<file path="src/hw/rtl/ipra_pkg.sv">
// Package for the I/O port range allocator: payload types, status and command codes,
// sequencer states and the shared constants. No dependencies.
package ipra_pkg;

  localparam int unsigned ENTRIES_DEF = 32;
  localparam logic [16:0] SEARCH_BASE = 17'h00400;
  localparam logic [16:0] PORT_LIMIT  = 17'h10000;

  typedef enum logic [2:0] {
    CMD_CLAIM_FIXED = 3'd0,
    CMD_CLAIM_ANY   = 3'd1,
    CMD_RESERVE_ANY = 3'd2,
    CMD_FREE        = 3'd3,
    CMD_QUERY       = 3'd4
  } cmd_e;

  typedef enum logic [2:0] {
    ST_RECORDED = 3'd0,
    ST_CLAIMED  = 3'd1,
    ST_REFUSED  = 3'd2,
    ST_FULL     = 3'd3,
    ST_FREED    = 3'd4,
    ST_NOTFOUND = 3'd5
  } status_e;

  typedef enum logic [3:0] {
    S_IDLE,
    S_READ,
    S_EVAL,
    S_DIV,
    S_INSERT,
    S_INSERT2,
    S_UNLINK,
    S_DONE
  } state_e;

  typedef struct packed {
    logic [2:0]  cmd;
    logic [15:0] port;
    logic [16:0] size;
    logic [16:0] align;
    logic [16:0] end_port;
  } req_t;

  typedef struct packed {
    logic [2:0]  status;
    logic [15:0] granted_port;
    logic        unused;
  } rsp_t;

  // Control between sequencer and the rounding unit.
  typedef struct packed {
    logic        start;
    logic [16:0] value;
    logic [16:0] align;
  } div_req_t;

  typedef struct packed {
    logic        busy;
    logic        done;
    logic [17:0] rounded;
  } div_rsp_t;

endpackage

</file>
<file path="src/hw/rtl/io_port_range_allocator.sv">
// I/O port range allocator: one item at a time, walking a linked table with a read state
// and an evaluate state per entry visited; an aligned search step waits in the DIV state
// for the round-up unit. Not ready while a command is in work or its result waits, nor
// while the sequencer returns from DONE to IDLE after the result transfer. Reset (async,
// active low) empties the used list and chains all links; no clearing pass.
module io_port_range_allocator #(
  parameter int unsigned ENTRIES = ipra_pkg::ENTRIES_DEF
) (
  input  logic            clk_i,
  input  logic            rst_ni,
  input  logic            in_valid_i,
  output logic            in_ready_o,
  input  ipra_pkg::req_t  in_data_i,
  output logic            out_valid_o,
  input  logic            out_ready_i,
  output ipra_pkg::rsp_t  out_data_o
);

  localparam int unsigned IW = $clog2(ENTRIES);
  localparam int unsigned LW = $clog2(ENTRIES + 1);
  localparam logic [LW-1:0] NIL = LW'(ENTRIES);
  localparam logic [8:0] STEP_MAX = 9'(ENTRIES);

  // Entry storage (memories) and links in flip-flops.
  logic [15:0]   start_mem [ENTRIES];
  logic [16:0]   end_mem   [ENTRIES];
  logic          res_mem   [ENTRIES];
  logic [LW-1:0] link_q    [ENTRIES];
  logic [LW-1:0] used_head_q, free_head_q;

  ipra_pkg::state_e state_q, state_d;
  ipra_pkg::req_t   req_q;
  ipra_pkg::rsp_t   rsp_q, rsp_d;
  logic             out_valid_q;

  logic [LW-1:0] prev_q, prev_d, cur_q, cur_d;
  logic [8:0]    steps_q, steps_d;
  logic [17:0]   cand_q, cand_d;
  logic [15:0]   rd_start_q;
  logic [16:0]   rd_end_q;
  logic          rd_res_q;

  // Write-side controls driven by the output block.
  logic          we_entry, we_res_clr, set_link_en, cur_link_en, free_head_en;
  logic [LW-1:0] set_link_prev, set_link_val, cur_link_val, free_head_val;
  logic [IW-1:0] wr_idx;
  logic [15:0]   wr_start;
  logic [16:0]   wr_end;
  logic          wr_res;

  ipra_pkg::div_req_t div_req;
  ipra_pkg::div_rsp_t div_rsp;

  logic [17:0]   lim;
  logic [LW-1:0] cur_next;
  logic [LW-1:0] prev_link;

  ipra_round_up u_round (.clk_i, .rst_ni, .req_i(div_req), .rsp_o(div_rsp));

  assign lim = {2'b0, req_q.port} + {1'b0, req_q.size};
  assign cur_next = link_q[cur_q[IW-1:0]];
  assign prev_link = (prev_q == NIL) ? used_head_q : link_q[prev_q[IW-1:0]];

  assign in_ready_o  = (state_q == ipra_pkg::S_IDLE) && !out_valid_q;
  assign out_valid_o = out_valid_q;
  assign out_data_o  = rsp_q;

  // Next-state and datapath control.
  always_comb begin
    state_d = state_q;
    prev_d  = prev_q;
    cur_d   = cur_q;
    steps_d = steps_q;
    cand_d  = cand_q;
    rsp_d   = rsp_q;
    case (state_q)
      ipra_pkg::S_IDLE: begin
        if (in_valid_i && in_ready_o) begin
          state_d = ipra_pkg::S_READ;
          prev_d  = NIL;
          cur_d   = used_head_q;
          steps_d = '0;
          cand_d  = {1'b0, ipra_pkg::SEARCH_BASE};
          rsp_d   = '{status: ipra_pkg::ST_REFUSED, granted_port: '0, unused: 1'b0};
          case (in_data_i.cmd)
            ipra_pkg::CMD_CLAIM_FIXED: begin
              if ({2'b0, in_data_i.port} + {1'b0, in_data_i.size} >
                  {1'b0, ipra_pkg::PORT_LIMIT}) begin
                state_d = ipra_pkg::S_DONE;
              end
            end
            ipra_pkg::CMD_CLAIM_ANY, ipra_pkg::CMD_RESERVE_ANY: ;
            ipra_pkg::CMD_FREE: rsp_d.status = ipra_pkg::ST_NOTFOUND;
            ipra_pkg::CMD_QUERY: begin
              rsp_d.status = ipra_pkg::ST_RECORDED;
              rsp_d.unused = 1'b1;
            end
            default: state_d = ipra_pkg::S_DONE;
          endcase
        end
      end
      ipra_pkg::S_READ: begin
        if (cur_q == NIL || steps_q == STEP_MAX) begin
          // End of walk.
          case (req_q.cmd)
            ipra_pkg::CMD_CLAIM_FIXED: state_d = ipra_pkg::S_INSERT;
            default: state_d = ipra_pkg::S_DONE;
          endcase
        end else begin
          state_d = ipra_pkg::S_EVAL;
          steps_d = steps_q + 9'd1;
        end
      end
      ipra_pkg::S_EVAL: begin
        state_d = ipra_pkg::S_READ;
        case (req_q.cmd)
          ipra_pkg::CMD_CLAIM_FIXED: begin
            if (rd_end_q <= {1'b0, req_q.port}) begin
              prev_d = cur_q;
              cur_d  = cur_next;
            end else if (rd_res_q && rd_start_q == req_q.port && {1'b0, rd_end_q} == lim) begin
              rsp_d.status       = ipra_pkg::ST_CLAIMED;
              rsp_d.granted_port = req_q.port;
              state_d            = ipra_pkg::S_DONE;
            end else if ({2'b0, rd_start_q} < lim) begin
              state_d = ipra_pkg::S_DONE;
            end else begin
              state_d = ipra_pkg::S_INSERT;
            end
          end
          ipra_pkg::CMD_CLAIM_ANY, ipra_pkg::CMD_RESERVE_ANY: begin
            prev_d = cur_q;
            cur_d  = cur_next;
            if ({1'b0, rd_start_q} >= ipra_pkg::SEARCH_BASE) begin
              if ({2'b0, rd_start_q} > cand_q &&
                  {2'b0, rd_start_q} - cand_q > {1'b0, req_q.size}) begin
                prev_d  = prev_q;
                cur_d   = cur_q;
                state_d = ipra_pkg::S_INSERT;
              end else if (req_q.align != '0) begin
                state_d = ipra_pkg::S_DIV;
              end else begin
                cand_d = {1'b0, rd_end_q};
              end
            end
          end
          ipra_pkg::CMD_FREE: begin
            if (rd_start_q == req_q.port) begin
              rsp_d.status = ipra_pkg::ST_FREED;
              state_d      = ipra_pkg::S_UNLINK;
            end else if (rd_start_q > req_q.port) begin
              state_d = ipra_pkg::S_DONE;
            end else begin
              prev_d = cur_q;
              cur_d  = cur_next;
            end
          end
          default: begin
            if (({1'b0, req_q.port} >= {1'b0, rd_start_q} && {1'b0, req_q.port} < rd_end_q) ||
                (req_q.port <= rd_start_q && req_q.end_port > {1'b0, rd_start_q})) begin
              rsp_d.unused = 1'b0;
              state_d      = ipra_pkg::S_DONE;
            end else begin
              cur_d = cur_next;
            end
          end
        endcase
      end
      ipra_pkg::S_DIV: begin
        if (div_rsp.done) begin
          cand_d  = div_rsp.rounded;
          state_d = ipra_pkg::S_READ;
        end
      end
      ipra_pkg::S_INSERT: begin
        state_d = ipra_pkg::S_DONE;
        rsp_d.granted_port = (req_q.cmd == ipra_pkg::CMD_CLAIM_FIXED) ?
                             req_q.port : cand_q[15:0];
        rsp_d.status = (free_head_q == NIL) ? ipra_pkg::ST_FULL : ipra_pkg::ST_RECORDED;
      end
      ipra_pkg::S_UNLINK: state_d = ipra_pkg::S_DONE;
      ipra_pkg::S_DONE: begin
        if (!out_valid_q) begin
          state_d = ipra_pkg::S_IDLE;
        end
      end
      default: state_d = ipra_pkg::S_IDLE;
    endcase
  end

  // Output block: storage writes and the rounding request.
  always_comb begin
    we_entry      = 1'b0;
    we_res_clr    = 1'b0;
    set_link_en   = 1'b0;
    set_link_prev = prev_q;
    set_link_val  = cur_q;
    cur_link_en   = 1'b0;
    cur_link_val  = cur_q;
    free_head_en  = 1'b0;
    free_head_val = free_head_q;
    wr_idx        = free_head_q[IW-1:0];
    wr_start      = req_q.port;
    wr_end        = lim[16:0];
    wr_res        = 1'b0;
    div_req       = '{start: 1'b0, value: rd_end_q, align: req_q.align};
    case (state_q)
      ipra_pkg::S_EVAL: begin
        if ((req_q.cmd == ipra_pkg::CMD_CLAIM_ANY || req_q.cmd == ipra_pkg::CMD_RESERVE_ANY) &&
            {1'b0, rd_start_q} >= ipra_pkg::SEARCH_BASE && req_q.align != '0 &&
            !({2'b0, rd_start_q} > cand_q &&
              {2'b0, rd_start_q} - cand_q > {1'b0, req_q.size})) begin
          div_req.start = 1'b1;
        end
        if (req_q.cmd == ipra_pkg::CMD_CLAIM_FIXED && rd_end_q > {1'b0, req_q.port} &&
            rd_res_q && rd_start_q == req_q.port && {1'b0, rd_end_q} == lim) begin
          we_res_clr = 1'b1;
        end
      end
      ipra_pkg::S_INSERT: begin
        if (free_head_q != NIL) begin
          we_entry = 1'b1;
          if (req_q.cmd != ipra_pkg::CMD_CLAIM_FIXED) begin
            wr_start = cand_q[15:0];
            wr_end   = cand_q[16:0] + req_q.size;
            wr_res   = (req_q.cmd == ipra_pkg::CMD_RESERVE_ANY);
          end
          free_head_en  = 1'b1;
          free_head_val = link_q[free_head_q[IW-1:0]];
          cur_link_en   = 1'b1;
          cur_link_val  = prev_link;
          set_link_en   = 1'b1;
          set_link_val  = free_head_q;
        end
      end
      ipra_pkg::S_UNLINK: begin
        set_link_en   = 1'b1;
        set_link_val  = cur_next;
        cur_link_en   = 1'b1;
        cur_link_val  = free_head_q;
        free_head_en  = 1'b1;
        free_head_val = cur_q;
      end
      default: ;
    endcase
  end

  // Entry memories: one write port, registered read of the current entry.
  always_ff @(posedge clk_i) begin
    if (we_entry) begin
      start_mem[wr_idx] <= wr_start;
      end_mem[wr_idx]   <= wr_end;
      res_mem[wr_idx]   <= wr_res;
    end else if (we_res_clr) begin
      res_mem[cur_q[IW-1:0]] <= 1'b0;
    end
    rd_start_q <= start_mem[cur_q[IW-1:0]];
    rd_end_q   <= end_mem[cur_q[IW-1:0]];
    rd_res_q   <= res_mem[cur_q[IW-1:0]];
  end

  // Links: in INSERT the new slot takes prev's old link; in UNLINK the freed slot
  // points at the old free head.
  always_ff @(posedge clk_i or negedge rst_ni) begin
    if (!rst_ni) begin
      for (int k = 0; k < ENTRIES; k++) begin
        link_q[k] <= LW'(k + 1);
      end
      used_head_q <= NIL;
      free_head_q <= '0;
    end else begin
      if (set_link_en) begin
        if (set_link_prev == NIL) begin
          used_head_q <= set_link_val;
        end else begin
          link_q[set_link_prev[IW-1:0]] <= set_link_val;
        end
      end
      if (cur_link_en) begin
        if (state_q == ipra_pkg::S_INSERT) begin
          link_q[free_head_q[IW-1:0]] <= cur_link_val;
        end else begin
          link_q[cur_q[IW-1:0]] <= cur_link_val;
        end
      end
      if (free_head_en) begin
        free_head_q <= free_head_val;
      end
    end
  end

  always_ff @(posedge clk_i or negedge rst_ni) begin
    if (!rst_ni) begin
      state_q     <= ipra_pkg::S_IDLE;
      out_valid_q <= 1'b0;
      prev_q      <= NIL;
      cur_q       <= NIL;
      steps_q     <= '0;
    end else begin
      state_q <= state_d;
      prev_q  <= prev_d;
      cur_q   <= cur_d;
      steps_q <= steps_d;
      if (out_valid_q && out_ready_i) begin
        out_valid_q <= 1'b0;
      end else if (state_q != ipra_pkg::S_DONE && state_d == ipra_pkg::S_DONE) begin
        out_valid_q <= 1'b1;
      end
    end
  end

  always_ff @(posedge clk_i) begin
    if (in_valid_i && in_ready_o) begin
      req_q <= in_data_i;
    end
    rsp_q  <= rsp_d;
    cand_q <= cand_d;
  end

  assert property (@(posedge clk_i) disable iff (!rst_ni) in_ready_o |-> !out_valid_q)
    else $error("ready while a result waits");
  assert property (@(posedge clk_i) disable iff (!rst_ni)
    (state_q == ipra_pkg::S_DIV) |-> (div_rsp.busy || div_rsp.done))
    else $error("waiting on idle rounding unit");
  assert property (@(posedge clk_i) disable iff (!rst_ni) steps_q <= STEP_MAX)
    else $error("walk exceeded table size");
  assert property (@(posedge clk_i) disable iff (!rst_ni)
    (we_entry |-> free_head_q != NIL))
    else $error("insert with no free slot");

endmodule

</file>
<file path="src/hw/rtl/ipra_round_up.sv">
// Iterative round-up unit: result = ceil(value / align) * align, restoring division
// one quotient bit per cycle. Depends on ipra_pkg.
module ipra_round_up (
  input  logic              clk_i,
  input  logic              rst_ni,
  input  ipra_pkg::div_req_t req_i,
  output ipra_pkg::div_rsp_t rsp_o
);

  logic [4:0]  cnt_q, cnt_d;
  logic        busy_q, busy_d;
  logic        done_q, done_d;
  logic [17:0] num_q, num_d;
  logic [17:0] rem_q, rem_d;
  logic [16:0] den_q, den_d;
  logic [17:0] val_q, val_d;
  logic [17:0] trial;

  assign trial = {rem_q[16:0], num_q[17]};

  always_comb begin
    cnt_d  = cnt_q;
    busy_d = busy_q;
    done_d = 1'b0;
    num_d  = num_q;
    rem_d  = rem_q;
    den_d  = den_q;
    val_d  = val_q;
    if (req_i.start) begin
      busy_d = 1'b1;
      cnt_d  = 5'd18;
      num_d  = {1'b0, req_i.value};
      rem_d  = '0;
      den_d  = req_i.align;
      val_d  = {1'b0, req_i.value};
    end else if (busy_q) begin
      num_d = {num_q[16:0], 1'b0};
      rem_d = trial;
      cnt_d = cnt_q - 5'd1;
      if (cnt_q == 5'd1) begin
        busy_d = 1'b0;
        done_d = 1'b1;
      end
      if (trial >= {1'b0, den_q}) begin
        rem_d = trial - {1'b0, den_q};
      end
    end
  end

  always_ff @(posedge clk_i or negedge rst_ni) begin
    if (!rst_ni) begin
      cnt_q  <= '0;
      busy_q <= 1'b0;
      done_q <= 1'b0;
    end else begin
      cnt_q  <= cnt_d;
      busy_q <= busy_d;
      done_q <= done_d;
    end
  end

  always_ff @(posedge clk_i) begin
    num_q <= num_d;
    rem_q <= rem_d;
    den_q <= den_d;
    val_q <= val_d;
  end

  // Remainder of zero keeps the value; otherwise add the distance to the next multiple.
  always_comb begin
    rsp_o.busy    = busy_q;
    rsp_o.done    = done_q;
    rsp_o.rounded = (rem_q == '0) ? val_q : val_q + ({1'b0, den_q} - rem_q);
  end

  assert property (@(posedge clk_i) disable iff (!rst_ni) done_q |-> !busy_q)
    else $error("round-up done while busy");
  assert property (@(posedge clk_i) disable iff (!rst_ni) req_i.start |=> busy_q)
    else $error("round-up did not start");
  assert property (@(posedge clk_i) disable iff (!rst_ni)
    (done_q && den_q != '0) |-> rem_q < {1'b0, den_q})
    else $error("remainder not below divisor");

endmodule

</file>
<file path="config.mk">
export PLATFORM = sky130hd
export DESIGN_NAME = io_port_range_allocator
export DESIGN_NICKNAME = d
export VERILOG_FILES = /design/src/hw/rtl/ipra_pkg.sv /design/src/hw/rtl/io_port_range_allocator.sv /design/src/hw/rtl/ipra_round_up.sv
export SDC_FILE = /design/constraint.sdc
export NUM_CORES = 2
export LEC_CHECK = 0
export ABC_AREA = 1
export CAP_MARGIN = 20
export CORE_MARGIN = 2
export CORE_UTILIZATION = 40
export DETAILED_ROUTE_END_ITERATION = 7
export DONT_BUFFER_PORTS = 1
export GPL_TIMING_DRIVEN = 0
export PLACE_DENSITY = 0.6
export RECOVER_POWER = 50
export SLEW_MARGIN = 20
export SYNTH_ARGS = -nofsm -noshare
export SYNTH_HDL_FRONTEND = slang
export SYNTH_SLANG_ARGS = --single-unit
</file>
<file path="constraint.sdc">
create_clock -name clk_i -period 9.01 [get_ports clk_i]
set_input_delay 1.3515 -clock clk_i [delete_from_list [all_inputs] [get_ports clk_i]]
set_output_delay 1.3515 -clock clk_i [all_outputs]
set_load 0.01 [all_outputs]
</file>
# Word level (Yosys, flattened, before mapping)
# Memories as Yosys holds them, arrays and structs flattened. A register that Yosys moved wholly into a read port is not among the register bits.
# Cells that the tools add are included.
# totals
reg_bits,415
mem_bits_rw,1088
input_bits,74
out_inout_bits,22
mem_count,3
# memory_table
name,words,word_bits,read_ports,rd_ports_with_merged_regs,write_ports,line,rtl
end_mem,32,17,1,1,1,io_port_range_allocator.sv:26,logic [16:0] end_mem [ENTRIES];
start_mem,32,16,1,1,1,io_port_range_allocator.sv:25,logic [15:0] start_mem [ENTRIES];
res_mem,32,1,1,1,1,io_port_range_allocator.sv:27,logic res_mem [ENTRIES];
# op_classes
add_sub_neg,9
magnitude_cmp,19
eq_ne,46
muxes,126
bitwise,3
n_reduce_logical,51
# ops
op,count
$mux 192,4
$bwmux 192,3
$mux 6,26
$mux 18,8
$bmux 6 s5,3
$demux 6 s5,3
$mux 17,5
$mux 16,5
$pmux 6 s2,5
$pmux 19 s3,1
$pmux 18 s3,1
$mux 19,2
$add 16x17->18,2
$pmux 6 s3,2
$gt 17x16->1,2
$mux 1,27
$mux 3,8
$pmux 4 s6,1
$reduce_and 7->1,3
$mux 20,1
$ne 2x2->1 const B,10
$logic_and 1x1->1,19
$add 17x18->18,1
$eq 17x18->1,1
62 further kinds,111

# Logic depth before layout (Yosys ltp)
# logic_depth
word_depth,12
ltp_mapped,30
mapped_depth_nobuf,30

# By module
# Synthesis repeated with hierarchy kept, for this count alone.
# hier_totals
hier_cells,7082
area_unflattened_um2,73957.2
# by_module_without_submodules
mod,n_inst,cells_per_inst,area_each_um2,seq_area_each_um2
io_port_range_allocator,1,6277,68121.6,42455.7
ipra_round_up,1,805,5835.6,2087.0

# Worst setup path before layout
# No wires, ideal clock.
# synth_timing
path_kind,input-to-reg
start,in in_valid_i
end,"reg rsp_q, in the netlist out_data_o[10] (enable)"
setup_ns,0.414
arrival_time_ns,4.555
setup_slack_ns,4.040
cell_stages,4
n_path_buf,0
path_cell_list,nand2_1 inv_1 o22ai_1 a211oi_1
# synth_between
elab_chain_cells,3
# synth_lines
element,line,rtl
start: declaration,io_port_range_allocator.sv:11,"input logic in_valid_i,"
$logic_and 1x1->1,io_port_range_allocator.sv:78,if (in_valid_i && in_ready_o) begin
$ne 2x1->1 (no source line),--,
$reduce_and 5->1 (no source line),--,
end signal: assignment,io_port_range_allocator.sv:316,rsp_q <= rsp_d;
end: declaration,io_port_range_allocator.sv:33,"ipra_pkg::rsp_t rsp_q, rsp_d;"
# Every way passes these cells.
# A chain may end at the register's enable or synchronous reset.

# Worst setup path after layout
# layout_timing
start,reg state_q[0]
end,"mem start_mem[12][0], data pin"
# layout_between
elab_chain_cells,2
# layout_lines
element,line,rtl
start: declaration,io_port_range_allocator.sv:31,"ipra_pkg::state_e state_q, state_d;"
start signal: assignment,io_port_range_allocator.sv:294,state_q <= ipra_pkg::S_IDLE;
start signal: assignment,io_port_range_allocator.sv:300,state_q <= state_d;
$eq 4x3->1,io_port_range_allocator.sv:207,case (state_q)
$mux 16,io_port_range_allocator.sv:207,
named net wr_start[0],io_port_range_allocator.sv:47,logic [15:0] wr_start;
end: declaration,io_port_range_allocator.sv:25,
# The timed path passes the listed nets, and every way through them passes these cells.

==> flow_summary_export.csv <==
group,metric,value,unit
run_status,outcome,"finished, violations left",
run_status,violations,"max-capacitance violations, max-slew violations",
setup_path,critPathTopFamily,"compound AO/OA/AOI/OAI gates",
cts,h-tree-depth,4,
setup_path,criticalPathCategory,"reg2reg",
floorplanning,boundaryPins,96,
flow_run,cap_viol_max_count,36,
setup_path,path_cells,"clkbuf_1, nor3_1, inv_1, nor2_1, inv_1, clkbuf_1, o21ai_0, clkbuf_1",
layout,layout-area-overhead-vs-synth,14.0,%
cts,clockRootBuffer,"clkbuf_16",
power_and_ir_drop,finalPower,27.9,mW
setup_path,worst_ep_arrival_time,7720,ps
cts,clock_path_buffers,3,
synthesis,synth_fp_nets,7157,
sta,slew_viol_final,633,
synthesis,synthTopCellsByArea,"edfxtp_1, dfrtp_1, nand3_1, nand2_1, a22oi_1",
power_and_ir_drop,ir_worst_vdd,196,uV
synthesis,synthMostInstantiatedCell,"edfxtp_1",
route,ant_nets,0,
power_and_ir_drop,leakage,29.4,nW
global_route,antenna_found_initial,15,
route,drc,0,
synthesis,synthesis.area,73400,sq um
place,place.gp.congestion,1.09,
cts,cts_buffers,165,
layout,finalNonFillerCells,9686,
synthesis,synth_common_cells,"edfxtp_1, nand2_1, nand3_1, inv_1, o21ai_0",
global_route,grt_pass1_vias,56490,
floorplanning,dieArea,187000,sq um
sta,grt_setup_unrepaired,"false",
sta,hold_viol,0,
sta,skew,53.9,ps
setup_path,crit_required,9520,ps
route,wl_per_cell,31.8,um
sta,timing.final.ws_setup,1790,ps
setup_path,r2r_start,"state_q[0]$_DFF_PN0_",
place,hpwl,224000,um
setup_path,endpoint_kind,"flop",
layout,nNetsFinal,7436,
setup_path,reg2reg_setup_slack,1790,ps
floorplanning,rows,157,
cts,insertion_delay,870,ps
synthesis,yosys_warnings,0,
sta,setup_viol_count_final,0,
synthesis,synth-async-reset-ratio,15.4,%
floorplanning,die_x,432,um
route,vias,60285,
place,dp_cells,9372,
route,drt_iter0_markers,9016,
synthesis,synth-seq-area-share,60.7,%
setup_path,start_kind,"flop",
global_route,gr-total-overflow,0,
route,routed_via_density,6.22,
setup_path,worst-path-buf-inv,5,
synthesis,avgSynthCellArea,10.7,sq um
cts,cts_tree,"done",
worst_hold_path,hp-class,"in2async",
setup_path,path_common_cell,"clkbuf_1",
setup_path,r2r_end,"start_mem[12][0]$_DFFE_PP_",
layout,fillers,16875,
setup_path,slowest_stage,"o21ai_0",
place,port-buffer-count,0,
synthesis,synth.top_cell.area_share,51.0,%
global_route,grt_usage,32.3,%
layout,drive_gt1_share,8.78,%
setup_path,slowest_delay,2460,ps
synthesis,ys.flop_type,"edfxtp_1",
power_and_ir_drop,power_density,334,nW/um^2
setup_path,reg2regPathDepth,8,
global_route,grt_first_pass_wirelength,427000,um
cts,cts_setup_buffers,0,
synthesis,syn_inst,6878,
cts,postCtsHoldBufs,0,
place,pre_cts_ws,3130,ps
global_route,grt_start_max_net_pins,238,
sta,fmax,0.139,GHz
synthesis,synth-seq-cells,1537,
sta,finalSetupTns,0,ps
sta,post-route-period-util,80.1,%
synthesis,synth-edff-count,1247,
sta,layout_min_cycle_time,7220,ps
setup_path,path_max_fanout,18,
route,drt_wl_total,308000,um
cts,cts.sinks,1537,
sta,tightest_slew,3240,ps
route,drt_first_pass_iters,8,
synthesis,synth.distinct_cells,72,
floorplanning,die_y,432,um
floorplanning,initial_utilization,40.2,%
sta,relSlewSlack,-118,%
cts,cts-resized-gates,0,
floorplanning,fp.coreArea,183000,sq um
cts,clkTransAtPathRegs,60,ps
synthesis,yosys.area.top_type,"edfxtp_1",
-- sequential cells by signal, indices dropped and copies added, names as in the netlist, 9 cells and up --
register,flops
rd_start_q,16
req_q,53
end_mem,544
u_round.rem_q,18
out_data_o,20
start_mem,512
cand_q,18
div_req,17
u_round.num_q,18
u_round.den_q,17
u_round.val_q,17
res_mem,32
link_q,192
steps_q,9
rd_end_q,17
-- logic make-up (layout without fill, tap and decap cells) --
group | Yosys count | after routing | synth area share (%)
fa+ha+maj | 205 | 205 | 3.72
other cells | 1 | 11 | 0.00511
buf+inv | 1051 | 1464 | 5.58
flops | 1537 | 1537 | 60.7
simple gates | 2141 | 2141 | 13.2
xor+xnor | 65 | 65 | 0.833
mux | 1 | 1 | 0.0136
compound gates | 1877 | 1877 | 16.0
-- power by group --
part,total (mW),switching [mW],internal [mW]
Clock,6.79,3.03,3.76
Combinational,11.3,8.37,2.96
Sequential,9.80,0.738,9.06
Total,27.9,12.1,15.8
-- layout by cell type, fill, tap and decap left out, types with 17 or more instances in the layout --
cell type / synthesis / final
a2111o_1: 17 / 17
a21oi_1: 399 / 399
a22o_1: 19 / 19
a22oi_1: 375 / 375
a31oi_1: 259 / 259
buf_1: 34 / 31
buf_12: 0 / 21
buf_16: 0 / 29
buf_2: 103 / 100
clkbuf_1: 240 / 332
clkbuf_16: 0 / 168
clkinv_1: 8 / 34
clkinv_2: 0 / 23
dfrtp_1: 153 / 153
dfstp_2: 84 / 84
dfxtp_1: 53 / 53
edfxtp_1: 1247 / 1247
fa_1: 22 / 22
ha_1: 183 / 183
inv_1: 646 / 642
inv_2: 16 / 19
nand2_1: 785 / 785
nand3_1: 703 / 703
nand4_1: 45 / 45
nor2_1: 402 / 388
nor2_2: 12 / 19
nor3_1: 42 / 36
nor4_1: 39 / 39
o211ai_1: 28 / 28
o21ai_0: 423 / 415
o21ai_1: 30 / 29
o221ai_1: 104 / 104
o22ai_1: 125 / 124
or2_2: 30 / 30
or4_1: 17 / 17
xnor2_1: 27 / 27
xor2_1: 35 / 35
-- through the flow --
step                area (sq um)  util [%]  hold slack, ps
floorplan                  73400         -             417
global placement           76400      41.8             440
detailed placement         79500      43.5             437
CTS                        84900      46.5             173
global route               83700      45.8             178
finish                     83700      45.8             196
-- worst max-delay path by stage --
stage	startpoint	to	slack, ps	depth (start not counted)
6_report	state_q[0]$_DFF_PN0_	start_mem[12][0]$_DFFE_PP_	1790	8
5_1_grt	state_q[0]$_DFF_PN0_	start_mem[0][0]$_DFFE_PP_	1730	8
4_1_cts	rd_start_q[0]$_DFF_P_	u_round.rem_q[5]$_SDFFE_PP0P_	3110	24
3_5_place_dp	rd_start_q[0]$_DFF_P_	u_round.rem_q[5]$_SDFFE_PP0P_	3130	24
3_3_place_gp	state_q[3]$_DFF_PN0_	out_data_o[15]$_DFFE_PP_	1630	11
2_1_floorplan	in_valid_i	out_data_o[10]$_DFFE_PP_	4040	4
-- cell type report --
type	count	area (sq um)	share of cell area, %
Multi-Input combinational cell	4290	25100	30.0
Tap cell	2385	2980	3.57
Inverter	670	2520	3.01
Timing Repair Buffer	112	1590	1.90
Buffer	381	1580	1.89
Clock buffer	219	4470	5.34
Antenna cell	10	25.0	0.0299
Clock inverter	82	902	1.08
Sequential cell	1537	44500	53.2
-- layer usage --
| layer | GRT usage (%) | part of all wire [%] | vias up |
|---|---|---|---|
| li1 | - | - | 25924 |
| met5 | 0 | 0.041 | - |
| met2 | 47.6 | 43 | 3949 |
| met4 | 18.2 | 6.7 | 16 |
| met1 | 43.6 | 39 | 29604 |
| met3 | 7.77 | 12 | 792 |
(Power assumes the default switching activity.)
